### src/hw/rtl/sonar_echo_median_filter_top_assert.svh
// Assertion macros shared by the sonar echo median filter RTL.
`ifndef SONAR_ECHO_MEDIAN_FILTER_TOP_ASSERT_SVH
`define SONAR_ECHO_MEDIAN_FILTER_TOP_ASSERT_SVH

`ifndef ASSERT_OFF
// Implication checked every clock, off while reset is held.
`define SEMF_ASSERT(label, clk, rstn, prop) \
    label: assert property (@(posedge clk) disable iff (!rstn) prop) \
        else $error("%m: assertion failed");
// Antecedent in this cycle, consequent in the next.
`define SEMF_ASSERT_NEXT(label, clk, rstn, ante, cons) \
    label: assert property (@(posedge clk) disable iff (!rstn) (ante) |=> (cons)) \
        else $error("%m: assertion failed");
`else
`define SEMF_ASSERT(label, clk, rstn, prop)
`define SEMF_ASSERT_NEXT(label, clk, rstn, ante, cons)
`endif

`endif

### src/hw/rtl/semf_pkg.sv
package semf_pkg;

    localparam int unsigned SPEED_W    = 16;
    localparam int unsigned LIMIT_W    = 16;
    localparam int unsigned INTERVAL_W = 10;
    localparam int unsigned WIDTH_W    = 16;
    localparam int unsigned CM_W       = 16;
    localparam int unsigned MS_W       = 16;
    localparam int unsigned PROD_W     = WIDTH_W + SPEED_W;
    localparam int unsigned LIM_MS_W   = 7;

    localparam int unsigned CFG_IDX_W  = 2;
    localparam int unsigned CFG_DATA_W = 16;
    localparam logic [CFG_IDX_W-1:0] CFG_SOUND_SPEED   = 2'd0;
    localparam logic [CFG_IDX_W-1:0] CFG_ECHO_LIMIT    = 2'd1;
    localparam logic [CFG_IDX_W-1:0] CFG_PING_INTERVAL = 2'd2;

    localparam logic [SPEED_W-1:0]    SPEED_RST    = 16'd2248;
    localparam logic [LIMIT_W-1:0]    LIMIT_RST    = 16'd25000;
    localparam logic [INTERVAL_W-1:0] INTERVAL_RST = 10'd60;

    localparam logic FUNC_TICK = 1'b0;
    localparam logic FUNC_ECHO = 1'b1;

    // floor(x / 1000) = (x * 67109) >> 26, exact for any 16-bit x
    localparam int unsigned DIV1000_MUL_W = 17;
    localparam logic [DIV1000_MUL_W-1:0] DIV1000_MUL = 17'd67109;
    localparam int unsigned DIV1000_SHIFT = 26;
    localparam logic [LIM_MS_W-1:0] TIMEOUT_EXTRA_MS = 7'd5;

    // cm/16 = (width * speed_q16 + 4096) >> 13
    localparam int unsigned DIST_SHIFT = 13;
    localparam logic [PROD_W:0] DIST_ROUND = 33'd4096;

    localparam int unsigned IN_TDATA_W  = 16;
    localparam int unsigned OUT_TDATA_W = 40;

    typedef struct packed {
        logic            ok;
        logic [CM_W-1:0] cm;
    } semf_sample_t;

    typedef struct packed {
        logic push;  // shift a new sample into the chain, reload probes
        logic step;  // rotate probes one cell, accumulate ranks
    } semf_win_ctrl_t;

endpackage

### src/hw/rtl/semf_cell.sv
module semf_cell #(
    parameter int unsigned IDX_W   = 3,
    parameter int unsigned RANK_W  = 3,
    parameter int unsigned CELL_ID = 0
) (
    input  logic                     aclk,
    input  logic                     aresetn,
    input  semf_pkg::semf_win_ctrl_t ctrl,
    input  semf_pkg::semf_sample_t   shift_in,
    output semf_pkg::semf_sample_t   shift_out,
    input  semf_pkg::semf_sample_t   probe_in,
    input  logic [IDX_W-1:0]         probe_idx_in,
    output semf_pkg::semf_sample_t   probe_out,
    output logic [IDX_W-1:0]         probe_idx_out,
    output logic [RANK_W-1:0]        rank_out
);

    localparam logic [IDX_W-1:0] MY_IDX = IDX_W'(CELL_ID);

    logic                      own_ok_reg, own_ok_next;
    logic [semf_pkg::CM_W-1:0] own_cm_reg, own_cm_next;
    logic                      probe_ok_reg, probe_ok_next;
    logic [semf_pkg::CM_W-1:0] probe_cm_reg, probe_cm_next;
    logic [IDX_W-1:0]          probe_idx_reg, probe_idx_next;
    logic [RANK_W-1:0]         rank_reg, rank_next;
    logic                      probe_below;

    // strict order with the cell index as tie break: ranks of valid cells are unique
    assign probe_below = probe_ok_reg && own_ok_reg &&
                         ((probe_cm_reg < own_cm_reg) ||
                          ((probe_cm_reg == own_cm_reg) && (probe_idx_reg < MY_IDX)));

    always_comb begin
        own_ok_next    = own_ok_reg;
        own_cm_next    = own_cm_reg;
        probe_ok_next  = probe_ok_reg;
        probe_cm_next  = probe_cm_reg;
        probe_idx_next = probe_idx_reg;
        rank_next      = rank_reg;
        if (ctrl.push) begin
            own_ok_next    = shift_in.ok;
            own_cm_next    = shift_in.cm;
            probe_ok_next  = shift_in.ok;
            probe_cm_next  = shift_in.cm;
            probe_idx_next = MY_IDX;
            rank_next      = '0;
        end else if (ctrl.step) begin
            probe_ok_next  = probe_in.ok;
            probe_cm_next  = probe_in.cm;
            probe_idx_next = probe_idx_in;
            if (probe_below) begin
                rank_next = rank_reg + RANK_W'(1);
            end
        end
    end

    always_ff @(posedge aclk) begin
        if (!aresetn) begin
            own_ok_reg   <= 1'b0;
            probe_ok_reg <= 1'b0;
            rank_reg     <= '0;
        end else begin
            own_ok_reg   <= own_ok_next;
            probe_ok_reg <= probe_ok_next;
            rank_reg     <= rank_next;
        end
    end

    always_ff @(posedge aclk) begin
        own_cm_reg    <= own_cm_next;
        probe_cm_reg  <= probe_cm_next;
        probe_idx_reg <= probe_idx_next;
    end

    assign shift_out.ok    = own_ok_reg;
    assign shift_out.cm    = own_cm_reg;
    assign probe_out.ok    = probe_ok_reg;
    assign probe_out.cm    = probe_cm_reg;
    assign probe_idx_out   = probe_idx_reg;
    assign rank_out        = rank_reg;

endmodule

### src/hw/rtl/semf_window.sv
module semf_window #(
    parameter int unsigned WINDOW = 5
) (
    input  logic                     aclk,
    input  logic                     aresetn,
    input  semf_pkg::semf_win_ctrl_t ctrl,
    input  semf_pkg::semf_sample_t   sample_in,
    input  logic [$clog2(WINDOW+1)-1:0] fill,
    output semf_pkg::semf_sample_t   median
);

    localparam int unsigned IDX_W  = (WINDOW > 1) ? $clog2(WINDOW) : 1;
    localparam int unsigned RANK_W = $clog2(WINDOW + 1);

    semf_pkg::semf_sample_t own   [WINDOW];
    semf_pkg::semf_sample_t probe [WINDOW];
    logic [IDX_W-1:0]       pidx  [WINDOW];
    logic [RANK_W-1:0]      rank  [WINDOW];
    logic [WINDOW-1:0]      valid_vec;

    logic [RANK_W-1:0]         n_valid;
    logic [RANK_W-1:0]         mid_rank;
    logic [semf_pkg::CM_W-1:0] pick;
    logic                      med_ok;

    for (genvar i = 0; i < WINDOW; i++) begin : g_cell
        semf_cell #(
            .IDX_W  (IDX_W),
            .RANK_W (RANK_W),
            .CELL_ID(i)
        ) u_cell (
            .aclk         (aclk),
            .aresetn      (aresetn),
            .ctrl         (ctrl),
            .shift_in     ((i == 0) ? sample_in : own[(i + WINDOW - 1) % WINDOW]),
            .shift_out    (own[i]),
            .probe_in     (probe[(i + WINDOW - 1) % WINDOW]),
            .probe_idx_in (pidx[(i + WINDOW - 1) % WINDOW]),
            .probe_out    (probe[i]),
            .probe_idx_out(pidx[i]),
            .rank_out     (rank[i])
        );
        assign valid_vec[i] = own[i].ok;
    end

    assign n_valid  = RANK_W'($countones(valid_vec));
    assign mid_rank = n_valid >> 1;
    assign med_ok   = (n_valid != '0) && ({1'b0, n_valid, 1'b0} >= {2'b00, fill});

    always_comb begin
        pick = '0;
        for (int i = 0; i < WINDOW; i++) begin
            if (own[i].ok && (rank[i] == mid_rank)) begin
                pick = pick | own[i].cm;
            end
        end
    end

    assign median.ok = med_ok;
    assign median.cm = med_ok ? pick : '0;

endmodule

### src/hw/rtl/sonar_echo_median_filter_top.sv
// Sequence: an accepted item passes S_MUL, S_DEC and S_OUT; an item that pushes a
//   sample also passes S_RANK (WINDOW ranking steps of the probe rotation through
//   the cell row) and S_MED. A new item is taken only in S_IDLE, so not before the
//   last one is handed to the output register; a stalled output holds the next item in OUT.
// Reset: aresetn synchronous, active low; registers to defaults, window empty.
`include "sonar_echo_median_filter_top_assert.svh"

module sonar_echo_median_filter_top #(
    parameter int unsigned WINDOW = 5  // filter window length, 1..31
) (
    input  logic                                    aclk,
    input  logic                                    aresetn,
    // config write port, no read-back
    input  logic                                    cfg_wr_en,
    input  logic [semf_pkg::CFG_IDX_W-1:0]          cfg_index,
    input  logic [semf_pkg::CFG_DATA_W-1:0]         cfg_wdata,
    // input stream
    input  logic                                    s_tvalid,
    output logic                                    s_tready,
    input  logic [semf_pkg::IN_TDATA_W-1:0]         s_tdata,  // [15:0] echo_width_us
    input  logic                                    s_tuser,  // [0] func
    // result stream
    output logic                                    m_tvalid,
    input  logic                                    m_tready,
    // [0] ping_start, [1] sample_taken, [2] sample_ok, [18:3] sample_cm_x16,
    // [19] median_ok, [35:20] median_cm_x16, [39:36] zero
    output logic [semf_pkg::OUT_TDATA_W-1:0]        m_tdata
);

    localparam int unsigned FILL_W = $clog2(WINDOW + 1);

    // sequencer states
    localparam logic [2:0] S_IDLE = 3'd0;  // waiting for an input transaction
    localparam logic [2:0] S_MUL  = 3'd1;  // distance and timeout products
    localparam logic [2:0] S_DEC  = 3'd2;  // timer / echo decision, push sample
    localparam logic [2:0] S_RANK = 3'd3;  // probes rotate through the cell row
    localparam logic [2:0] S_MED  = 3'd4;  // capture median
    localparam logic [2:0] S_OUT  = 3'd5;  // hand result to output register

    logic [2:0] state_reg, state_next;

    // configuration registers
    logic [semf_pkg::SPEED_W-1:0]    cfg_speed_reg;
    logic [semf_pkg::LIMIT_W-1:0]    cfg_limit_reg;
    logic [semf_pkg::INTERVAL_W-1:0] cfg_interval_reg;

    // captured item and products
    logic                             func_reg;
    logic [semf_pkg::WIDTH_W-1:0]     width_reg;
    logic [semf_pkg::PROD_W-1:0]      prod_reg, prod_next;
    logic [semf_pkg::LIM_MS_W-1:0]    lim_ms_reg, lim_ms_next;
    logic [semf_pkg::PROD_W:0]        lim_prod;

    // ping scheduler state
    logic                             awaiting_reg, awaiting_next;
    logic [semf_pkg::MS_W-1:0]        ms_reg, ms_next;
    logic [semf_pkg::MS_W-1:0]        ms_inc;
    logic [semf_pkg::LIM_MS_W-1:0]    timeout_ms;

    // window bookkeeping
    logic [FILL_W-1:0]                fill_reg, fill_next;
    logic [FILL_W-1:0]                step_reg, step_next;

    // per-item result fields
    logic                             ping_reg, ping_next;
    logic                             taken_reg, taken_next;
    logic                             ok_reg, ok_next;
    logic [semf_pkg::CM_W-1:0]        cm_reg, cm_next;
    logic                             filt_ok_reg, filt_ok_next;
    logic [semf_pkg::CM_W-1:0]        filt_cm_reg, filt_cm_next;

    logic                             m_tvalid_reg, m_tvalid_next;
    logic [semf_pkg::OUT_TDATA_W-1:0] m_tdata_reg, m_tdata_next;

    // distance arithmetic
    logic [semf_pkg::PROD_W:0]        dist_rnd;
    logic [semf_pkg::PROD_W-semf_pkg::DIST_SHIFT:0] dist_full;
    logic [semf_pkg::CM_W-1:0]        dist_sat;
    logic                             echo_good;

    semf_pkg::semf_win_ctrl_t         win_ctrl;
    semf_pkg::semf_sample_t           win_sample;
    semf_pkg::semf_sample_t           win_median;

    logic in_xact;
    logic out_free;

    assign s_tready = (state_reg == S_IDLE);
    assign in_xact  = s_tvalid && s_tready;
    assign out_free = !m_tvalid_reg || m_tready;

    // ---------------------------------------------------------------------
    // Configuration writes; an index past the list is dropped.
    // ---------------------------------------------------------------------
    always_ff @(posedge aclk) begin
        if (!aresetn) begin
            cfg_speed_reg    <= semf_pkg::SPEED_RST;
            cfg_limit_reg    <= semf_pkg::LIMIT_RST;
            cfg_interval_reg <= semf_pkg::INTERVAL_RST;
        end else if (cfg_wr_en) begin
            unique case (cfg_index)
                semf_pkg::CFG_SOUND_SPEED:   cfg_speed_reg    <= cfg_wdata;
                semf_pkg::CFG_ECHO_LIMIT:    cfg_limit_reg    <= cfg_wdata;
                semf_pkg::CFG_PING_INTERVAL:
                    cfg_interval_reg <= cfg_wdata[semf_pkg::INTERVAL_W-1:0];
                default: ;
            endcase
        end
    end

    // ---------------------------------------------------------------------
    // Products, one multiplier each, registered before use.
    // echo limit in whole ms via reciprocal multiply (no divider).
    // ---------------------------------------------------------------------
    assign prod_next   = semf_pkg::PROD_W'(width_reg) * semf_pkg::PROD_W'(cfg_speed_reg);
    assign lim_prod    = (semf_pkg::PROD_W + 1)'(cfg_limit_reg) *
                         (semf_pkg::PROD_W + 1)'(semf_pkg::DIV1000_MUL);
    assign lim_ms_next = lim_prod[semf_pkg::PROD_W:semf_pkg::DIV1000_SHIFT];

    // cm/16 with round half up, saturated to 16 bits
    assign dist_rnd  = {1'b0, prod_reg} + semf_pkg::DIST_ROUND;
    assign dist_full = dist_rnd[semf_pkg::PROD_W:semf_pkg::DIST_SHIFT];
    assign dist_sat  = (|dist_full[semf_pkg::PROD_W-semf_pkg::DIST_SHIFT:semf_pkg::CM_W])
                       ? '1 : dist_full[semf_pkg::CM_W-1:0];
    assign echo_good = (width_reg != '0) && (width_reg <= cfg_limit_reg);

    assign ms_inc     = (ms_reg == '1) ? ms_reg : ms_reg + semf_pkg::MS_W'(1);
    assign timeout_ms = lim_ms_reg + semf_pkg::TIMEOUT_EXTRA_MS;

    // ---------------------------------------------------------------------
    // Sequencer
    // ---------------------------------------------------------------------
    always_comb begin
        state_next    = state_reg;
        awaiting_next = awaiting_reg;
        ms_next       = ms_reg;
        fill_next     = fill_reg;
        step_next     = step_reg;
        ping_next     = ping_reg;
        taken_next    = taken_reg;
        ok_next       = ok_reg;
        cm_next       = cm_reg;
        filt_ok_next  = filt_ok_reg;
        filt_cm_next  = filt_cm_reg;
        m_tvalid_next = m_tvalid_reg && !m_tready;
        m_tdata_next  = m_tdata_reg;
        win_ctrl      = '0;
        win_sample    = '0;

        unique case (state_reg)
            S_IDLE: begin
                if (in_xact) begin
                    state_next = S_MUL;
                end
            end
            S_MUL: begin
                state_next = S_DEC;
            end
            S_DEC: begin
                ping_next  = 1'b0;
                taken_next = 1'b0;
                ok_next    = 1'b0;
                cm_next    = '0;
                if (func_reg == semf_pkg::FUNC_TICK) begin
                    if (awaiting_reg &&
                        (ms_inc > semf_pkg::MS_W'(timeout_ms))) begin
                        // unanswered ping: log an invalid sample
                        ms_next       = ms_inc;
                        awaiting_next = 1'b0;
                        taken_next    = 1'b1;
                    end else if (ms_inc >= semf_pkg::MS_W'(cfg_interval_reg)) begin
                        ms_next       = '0;
                        awaiting_next = 1'b1;
                        ping_next     = 1'b1;
                    end else begin
                        ms_next = ms_inc;
                    end
                end else if (awaiting_reg) begin
                    awaiting_next = 1'b0;
                    taken_next    = 1'b1;
                    ok_next       = echo_good;
                    cm_next       = echo_good ? dist_sat : '0;
                end
                if (taken_next) begin
                    win_ctrl.push = 1'b1;
                    win_sample.ok = ok_next;
                    win_sample.cm = cm_next;
                    if (fill_reg != FILL_W'(WINDOW)) begin
                        fill_next = fill_reg + FILL_W'(1);
                    end
                    step_next  = '0;
                    state_next = S_RANK;
                end else begin
                    state_next = S_OUT;
                end
            end
            S_RANK: begin
                win_ctrl.step = 1'b1;
                step_next     = step_reg + FILL_W'(1);
                if (step_reg == FILL_W'(WINDOW - 1)) begin
                    state_next = S_MED;
                end
            end
            S_MED: begin
                filt_ok_next = win_median.ok;
                filt_cm_next = win_median.cm;
                state_next   = S_OUT;
            end
            S_OUT: begin
                if (out_free) begin
                    m_tvalid_next = 1'b1;
                    m_tdata_next  = {4'b0000,
                                     filt_ok_reg ? filt_cm_reg : {semf_pkg::CM_W{1'b0}},
                                     filt_ok_reg, cm_reg, ok_reg, taken_reg, ping_reg};
                    state_next    = S_IDLE;
                end
            end
            default: begin
                state_next = S_IDLE;
            end
        endcase
    end

    always_ff @(posedge aclk) begin
        if (!aresetn) begin
            state_reg    <= S_IDLE;
            awaiting_reg <= 1'b0;
            ms_reg       <= '0;
            fill_reg     <= '0;
            step_reg     <= '0;
            filt_ok_reg  <= 1'b0;
            filt_cm_reg  <= '0;
            m_tvalid_reg <= 1'b0;
        end else begin
            state_reg    <= state_next;
            awaiting_reg <= awaiting_next;
            ms_reg       <= ms_next;
            fill_reg     <= fill_next;
            step_reg     <= step_next;
            filt_ok_reg  <= filt_ok_next;
            filt_cm_reg  <= filt_cm_next;
            m_tvalid_reg <= m_tvalid_next;
        end
    end

    // payload, no reset
    always_ff @(posedge aclk) begin
        if (in_xact) begin
            func_reg  <= s_tuser;
            width_reg <= s_tdata[semf_pkg::WIDTH_W-1:0];
        end
        prod_reg    <= prod_next;
        lim_ms_reg  <= lim_ms_next;
        ping_reg    <= ping_next;
        taken_reg   <= taken_next;
        ok_reg      <= ok_next;
        cm_reg      <= cm_next;
        m_tdata_reg <= m_tdata_next;
    end

    // ---------------------------------------------------------------------
    // Sample window: row of cells, ranks built by rotating probes
    // ---------------------------------------------------------------------
    semf_window #(
        .WINDOW(WINDOW)
    ) u_window (
        .aclk     (aclk),
        .aresetn  (aresetn),
        .ctrl     (win_ctrl),
        .sample_in(win_sample),
        .fill     (fill_reg),
        .median   (win_median)
    );

    assign m_tvalid = m_tvalid_reg;
    assign m_tdata  = m_tdata_reg;

    // ---------------------------------------------------------------------
    // Assertions
    // ---------------------------------------------------------------------
    `SEMF_ASSERT(a_ping_xor_sample, aclk, aresetn, m_tvalid |-> !(m_tdata[0] && m_tdata[1]))
    `SEMF_ASSERT(a_fill_bound, aclk, aresetn, fill_reg <= FILL_W'(WINDOW))
    `SEMF_ASSERT(a_median_needs_fill, aclk, aresetn, (m_tvalid && m_tdata[19]) |-> (fill_reg != '0))
    `SEMF_ASSERT_NEXT(a_accept_starts, aclk, aresetn, in_xact, state_reg == S_MUL)
    `SEMF_ASSERT_NEXT(a_ping_arms, aclk, aresetn, (state_reg == S_DEC) && ping_next, awaiting_reg && (ms_reg == '0))

endmodule

### config.mk
export PLATFORM = sky130hd
export DESIGN_NAME = sonar_echo_median_filter_top
export DESIGN_NICKNAME = d
export VERILOG_FILES = /design/src/hw/rtl/semf_pkg.sv /design/src/hw/rtl/semf_cell.sv /design/src/hw/rtl/semf_window.sv /design/src/hw/rtl/sonar_echo_median_filter_top.sv
export VERILOG_INCLUDE_DIRS = /design/src /design/src/hw/rtl
export SDC_FILE = /design/constraint.sdc
export NUM_CORES = 1
export LEC_CHECK = 0
export BUFFER_PORTS_ARGS = -buffer_cell sky130_fd_sc_hd__buf_2
export CAP_MARGIN = 20
export CORE_MARGIN = 2
export CORE_UTILIZATION = 35
export CTS_BUF_LIST = sky130_fd_sc_hd__clkbuf_4 sky130_fd_sc_hd__clkbuf_8 sky130_fd_sc_hd__clkbuf_16
export CTS_CLUSTER_SIZE = 12
export DETAILED_ROUTE_END_ITERATION = 10
export HOLD_SLACK_MARGIN = 0.05
export PLACE_DENSITY_LB_ADDON = 0.3
export REMOVE_ABC_BUFFERS = 1
export SLEW_MARGIN = 20
export SYNTH_ARGS = -nofsm -noshare
export SYNTH_HDL_FRONTEND = slang
export SYNTH_SLANG_ARGS = --single-unit
### constraint.sdc
create_clock -name aclk -period 8.35 [get_ports aclk]
set_input_delay 0.835 -clock aclk [delete_from_list [all_inputs] [get_ports aclk]]
set_output_delay 0.835 -clock aclk [all_outputs]
set_load 0.005 [all_outputs]
==> results of run 1 <==
## stage by stage
stage / hold WS [ps] / setup TNS [ps]
2_1_floorplan: 400.3 / -27360
3_3_place_gp: 402.6 / 0
3_5_place_dp: 404.5 / 0
4_1_cts: 405.9 / 0
5_1_grt: 411.1 / 0
6_report: 416.8 / 0
## layer usage
layer / track usage, % / wire length [um] / up-vias
li1: - / - / 9640
met1: 23.01 / 32500 / 9737
met2: 29.06 / 33490 / 417
met3: 2.106 / 2824 / 112
met4: 4.802 / 1765 / 0
met5: 0 / 0 / -
## synth_stat cells (16+ instances only)
| cell type | n | area, um2 |
|---|---|---|
| nand4_1 | 27 | 168.9 |
| and2_1 | 144 | 900.9 |
| fa_1 | 234 | 4684 |
| xor2_1 | 24 | 210.2 |
| clkbuf_1 | 84 | 315.3 |
| and3_1 | 19 | 118.9 |
| nor2b_1 | 16 | 100.1 |
| a21oi_1 | 160 | 800.8 |
| a22oi_1 | 17 | 127.6 |
| xnor2_1 | 45 | 394.1 |
| a21o_1 | 40 | 300.3 |
| o21a_1 | 18 | 135.1 |
| nor2_1 | 94 | 352.8 |
| dfxtp_1 | 153 | 3063 |
| a222oi_1 | 16 | 160.2 |
| edfxtp_1 | 232 | 6967 |
| nand2_1 | 385 | 1445 |
| o211ai_1 | 18 | 135.1 |
| nand3_1 | 50 | 250.2 |
| o21ai_0 | 116 | 580.6 |
| ha_1 | 359 | 4492 |
| nor3_1 | 25 | 125.1 |
| inv_1 | 418 | 1569 |
## final cells by class
cell class                 instances  area share [%]
multi-input combinational       1947           52.69
sequential                       385           31.68
inverter                         419           4.979
clock buffer                      64           4.216
tap                             1060           4.189
timing repair buffer              96           1.707
clock inverter                    18          0.5453
## cells by family after synthesis
group           share of synthesized area (%)
compound gates                          9.722
mux                                    0.3669
fa+ha+maj                               32.03
flops                                   35.01
other cells                           0.01309
simple gates                            13.73
buf+inv                                 7.014
xor+xnor                                2.110
## worst register-to-register path: cells and delay by family, from the launching register on
kind / cells / cell delay (ps)
adders and majority gates: 7 / 3560
AOI/OAI and AO/OA: 6 / 1760
DFF: 1 / 830
and+or+nand+nor: 2 / 430
buffers and inverters: 3 / 160
xor gates and xnor gates: 1 / 130
## worst paths after layout
check,startpoint,to,slack [ps],cells past startpoint
min reg2reg,cm_reg[13]$_DFFE_PP_,m_tdata[16]$_DFFE_PP_,420,0
min,cm_reg[13]$_DFFE_PP_,m_tdata[16]$_DFFE_PP_,420,0
max reg2reg,width_reg[7]$_DFFE_PP_,prod_reg[31]$_DFF_P_,1390,19
max,width_reg[7]$_DFFE_PP_,prod_reg[31]$_DFF_P_,1390,19
## placed cells by master, fill, tap and decap left out, types with 7 or more instances in the layout
master,count
a211oi_1,7
a21o_1,40
a21oi_1,160
a222oi_1,16
a22oi_1,17
a31oi_1,13
and2_1,144
and3_1,19
and4_1,8
buf_2,77
buf_4,18
clkbuf_16,47
clkbuf_4,12
dfxtp_1,153
edfxtp_1,232
fa_1,234
ha_1,359
inv_1,416
nand2_1,385
nand2b_1,10
nand3_1,50
nand4_1,27
nor2_1,94
nor2b_1,15
nor3_1,23
nor4_1,8
o211ai_1,18
o21a_1,18
o21ai_0,116
xnor2_1,45
xor2_1,24
## where the power goes
part           switching (W)  total (W)  internal [W]
sequential          0.000103    0.00220       0.00209
combinational        0.00121    0.00212      0.000910
clock               0.000816    0.00200       0.00118
==> impl_results.md, run 1 <==
- Run status: finished clean
- Hold buffers post-CTS: 0
- Worst EP required: 8850 ps
- Fin area: 31660 um2
- Lkg Pwr: 14.38 nW
- Post-synth top flop: edfxtp_1
- Largest net degree at the start of global routing: 90
- Multi-input logic area: 16680 um2
- Initial Util: 35.45%
- Period minus WS final: 6964 ps
- Ys async rst share: 0%
- DRC: 0
- Final Routed Wirelength: 70580 um
- Crit path capture type: flop
- Remaining global-route overflow: 0
- Insertion delay to the later sink of the worst-skew pair: 600 ps
- Antenna violations before repair: 0
- Vias in the first global route: 20600
- Max IR drop VDD: 0.1658 mV
- Placed Instances: 3906
- Post-Place Setup Slack: 1434 ps
- CP max-delay cell: edfxtp_1
- Part of the cycle the worst path needs: 83.40%
- Crit Path Max Fanout: 18
- CP Cell Sequence: nand2_1, fa_1, inv_1, fa_1, fa_1, fa_1, fa_1, inv_1, fa_1, inv_1, ha_1, and4_1, a221oi_1, o22ai_1, o41ai_1, o2111ai_1, a21o_1, a21oi_1, xnor2_1
- Ant. Diodes: 0
- Post-DP HPWL: 52890 um
- Clock sinks: 385
- Post-Syn Area: 28650 um2
- Num CTS Buffers: 44
- Max_cap viols: 0
- Final Instance Count excl. Fillers: 3989
- Area occupied by registers: 10030 um2
- Port Buf Inserts: 77
- Clk slew on worst S/H paths: 60 ps
- Post-CTS sizing: 0
- P&R area growth vs syn: 10.53%
- Hold WC Path Type: reg -> reg
- Most frequent CP cell: fa_1
- Cell family with most CP delay: adder cells
- Ports: 82
- Final Hold Viols: 0
- Worst Skew: 31.93 ps
- Die area: 84160 um2
- Worst path max stage delay: 830 ps
- CP Buf/Inv Count: 3
- Wire per inst: 17.69 um
- Layout cells sized above 1: 6.726%
- Rel. slew slack: 32.40%
- Syn Inst Count: 2855
- Post-route ant nets: 0
- Worst Tran Pin Value: 1014 ps
- Crit path kind: reg -> reg
- Core Area: 80810 um2
- Arrival time worst endpoint: 7470 ps
- CTS tree: built
- Nets@finish: 3526
- Global placer's final weighted congestion: 0.8389
- Clock Tree Buf Depth: 3
- Layout fillers: 7929
- Placed inst area: 30140 um2
- Warning count from the yosys run: 0
- First-pass GRT wire length: 115100 um
- Final worst slack: 1386 ps
- GRT Total Usage: 17.14%
- Placement row count: 104
- Vias per inst: 4.990
- Chip width: 290.1 um
- Synth cell types: 70
- RSZ-0062 raised after global routing: no
- H-tree Lvls: 2
- Die Ht: 290.1 um
- PwrDens: 199.6 nW/um2
- Syn Area/Cell: 10.03 um2
- Seq cells post-synth: 385
- Final setup fails: 0
- Post-synth EDFFs: 232
- Post-CTS Setup Bufs: 0
- Seq/Total Area, Yosys: 35.01%
- Iter 0 DRT Violations: 1496
- Overall power: 0.006321 W
- Util after Layout: 39.18%
- Pre-antenna DRT Iters: 8
- Clock Tree Root: clkbuf_16
- Element type at the critical path start: flop
- Via Count: 19910
- Final Max Slew Viols: 0
- Fmax: 0.1436 GHz
Power figures use the tool's default switching activity.
==> run 2: changes to the inputs <==
ABC_AREA = 1   (was default)
clock period = 6.6 ns   (was 8.35 ns; I/O delays follow)
==> impl_results.md, run 2 <==
- FF-to-FF setup slack: 510 ps (-870 ps)
- Warning count from the yosys run: 0 (unchanged)
- Post-synth EDFFs: 232 (unchanged)
- Final setup fails: 0 (unchanged)
- Setup TNS: 0 ps (unchanged)
- Commonest non-fill, non-tap cells in the layout: 781 x nand2_1, 689 x inv_1, 359 x ha_1
- Initial Util: 35.38% (-0.072 points)
- Critical Path End: prod_reg[28]$_DFF_P_
- Die Ht: 297.6 um (+2.6%)
- GRT Total Usage: 16.81% (-0.32 points)
- H-tree Lvls: 2 (unchanged)
- Global placer's final weighted congestion: 0.8582 (+2.3%)
- Arrival time worst endpoint: 6590 ps (-880 ps)
- Crit path kind: reg -> reg
- Final Hold Viols: 0 (unchanged)
- Iter 0 DRT Violations: 1387 (-7.3%)
- Clock sinks: 385 (unchanged)
- Max IR drop VDD: 0.4770 mV (+190%)
- Area share of the leading cell type in the synthesized netlist: 23.09% (-1.2 points)
- Nets@finish: 4135 (+17%)
- Critical R2R Capture: prod_reg[28]$_DFF_P_
- Ports: 82 (unchanged)
- Largest net degree at the start of global routing: 97 (+7.8%)
- Worst EP required: 7100 ps (-1750 ps)
- Worst r2r src: cfg_speed_reg[2]$_SDFFE_PN0P_
- Final Max Slew Viols: 0 (unchanged)
- Seq/Total Area, Yosys: 33.24% (-1.8 points)
- Antenna violations before repair: 1 (+1)
- Post-route ant nets: 0 (unchanged)
- Post-DP HPWL: 56640 um (+7.1%)
- Run status: finished clean
- Element type at the critical path start: flop
- Hold WC Path Type: in -> reg
- Period minus WS final: 6087 ps (-877.2 ps)
- First-pass GRT wire length: 119400 um (+3.8%)
- Hold buffers post-CTS: 0 (unchanged)
- RSZ-0062 raised after global routing: no
- Crit. Startpoint: cfg_speed_reg[2]$_SDFFE_PN0P_
- Overall power: 0.01068 W (+69%)
- Port Buf Inserts: 77 (unchanged)
- CTS tree: built
- Largest cells by area after synthesis: edfxtp_1 23%, fa_1 16%, ha_1 15%
- Remaining global-route overflow: 0 (unchanged)
- Clk slew on worst S/H paths: 70 ps (about the same)
- Via Count: 22440 (+13%)
- Wire per inst: 15.65 um (-12%)
- Leading area contributor after synthesis: edfxtp_1
- Seq cells post-synth: 385 (unchanged)
- P&R area growth vs syn: 10.59% (about the same)
- DRC: 0 (unchanged)
- Rel. slew slack: 28.83% (-3.6 points)
- Die area: 88570 um2 (+5.2%)
- Synth cell count leaders: 782 x nand2_1, 689 x inv_1, 359 x ha_1
- Most numerous cell in the Yosys netlist: nand2_1
- Chip width: 297.6 um (+2.6%)
- Crit Path Max Fanout: 17 (-1)
- Layout fillers: 8545 (+7.8%)
- Lkg Pwr: 16.64 nW (+16%)
- Final Routed Wirelength: 73260 um (+3.8%)
- Vias per inst: 4.792 (-4.0%)
- Max_cap viols: 0 (unchanged)
- Pre-antenna DRT Iters: 6 (-2)
- Clock Tree Root: clkbuf_16
- Part of the cycle the worst path needs: 92.22% (+8.8 points)
- Most common cell after layout, fill and taps aside: nand2_1
- Worst Tran Pin Value: 1065 ps (+50.64 ps)
- Placed inst area: 31670 um2 (+5.1%)
- PwrDens: 320.1 nW/um2 (+60%)
- Crit path capture type: flop
- Ant. Diodes: 0 (unchanged)
- Post-synth top flop: edfxtp_1
- Clock Tree Buf Depth: 3 (unchanged)
- Placement row count: 107 (+2.9%)
- Fmax: 0.1643 GHz (+14%)
- Post-Syn Area: 30170 um2 (+5.3%)
- Fin area: 33370 um2 (+5.4%)
- Hold Startpoint: s_tdata[8]
- Insertion delay to the later sink of the worst-skew pair: 610 ps (about the same)
- Worst Skew: 37.74 ps (+5.809 ps)
- Syn Inst Count: 3444 (+21%)
- Core Area: 85280 um2 (+5.5%)
- R2R cell count: 20 (+1)
- Synth cell types: 57 (-19%)
- Syn Area/Cell: 8.761 um2 (-13%)
- Vias in the first global route: 22340 (+8.4%)
- Num CTS Buffers: 45 (+2.3%)
- Layout cells sized above 1: 7.236% (+0.51 points)
- Ys async rst share: 0% (unchanged)
-- run 2: timing repair --
item                       CTS  global route
setup buffers                0            23
setup endpoints to repair    0             1
gates resized for setup      0             2
-- run 2: where the power goes --
| group | leakage [nW] | internal (W) | switching [W] |
|---|---|---|---|
| combinational | 12.5 | 0.00200 | 0.00322 |
| sequential | 3.35 | 0.00276 | 0.000176 |
| clock | 0.759 | 0.00145 | 0.00107 |
-- run 2: how the worst min path moves through the flow --
stage                     cells past startpoint                 endpoint  slack, ps
after CTS                                     1   width_reg[8]$_DFFE_PP_        220
final                                         1   width_reg[8]$_DFFE_PP_        250
after detailed placement                      0     m_tdata[1]$_DFFE_PP_        410
after floorplan                               0     m_tdata[0]$_DFFE_PP_        400
after global routing                          1  width_reg[11]$_DFFE_PP_        230
after global placement                        0     m_tdata[1]$_DFFE_PP_        400
-- run 2: worst max-delay path, stage by stage (launching register included) --
cell	delay, ps
dfxtp_1	840
nand2_1	160
fa_1	570
fa_1	440
fa_1	520
inv_1	50
fa_1	460
fa_1	550
inv_1	60
fa_1	530
inv_1	40
ha_1	340
nand2_1	130
nor4_1	440
nand3_1	130
nand3_1	200
nand2_1	70
o211ai_1	160
nand3_1	140
nand3_1	100
nand2_1	50
-- run 2: cell type report --
type	count	area (um2)	area share (%)
clock buffer	68	1330	3.986
tap	1144	1431	4.290
sequential	385	10030	30.07
multi-input combinational	2236	16930	50.75
timing repair buffer	133	830.8	2.490
clock inverter	15	173.9	0.5212
inverter	701	2634	7.894
-- run 2: kinds of logic after synthesis --
group           Yosys count  share of synthesized area (%)
compound gates          468                          8.771
other cells               1                        0.01243
flops                   385                          33.24
simple gates           1119                          15.27
fa+ha+maj               593                          30.41
buf+inv                 826                          10.78
xor+xnor                 52                          1.509
-- run 2: through the flow --
| stage | util (%) | std cells | worst slack, ps | hold WS [ps] |
|---|---|---|---|---|
| 2_1_floorplan | - | 3322 | 1078 | 400.3 |
| 3_3_place_gp | 37.14 | 4576 | 556.6 | 400.5 |
| 3_5_place_dp | 37.14 | 4576 | 437.1 | 406.2 |
| 4_1_cts | 38.90 | 4659 | 396.8 | 219.1 |
| 5_1_grt | 39.12 | 4682 | 35.82 | 232.8 |
| 6_report | 39.12 | 4682 | 513.2 | 249.8 |
-- run 2: layer usage --
metal | track usage [%] | routed length (um) | up-vias
met5 | 0 | 0 | -
met4 | 4.161 | 1615 | 0
li1 | - | - | 11120
met3 | 2.359 | 3708 | 100
met2 | 28.24 | 34340 | 461
met1 | 22.78 | 33600 | 10760
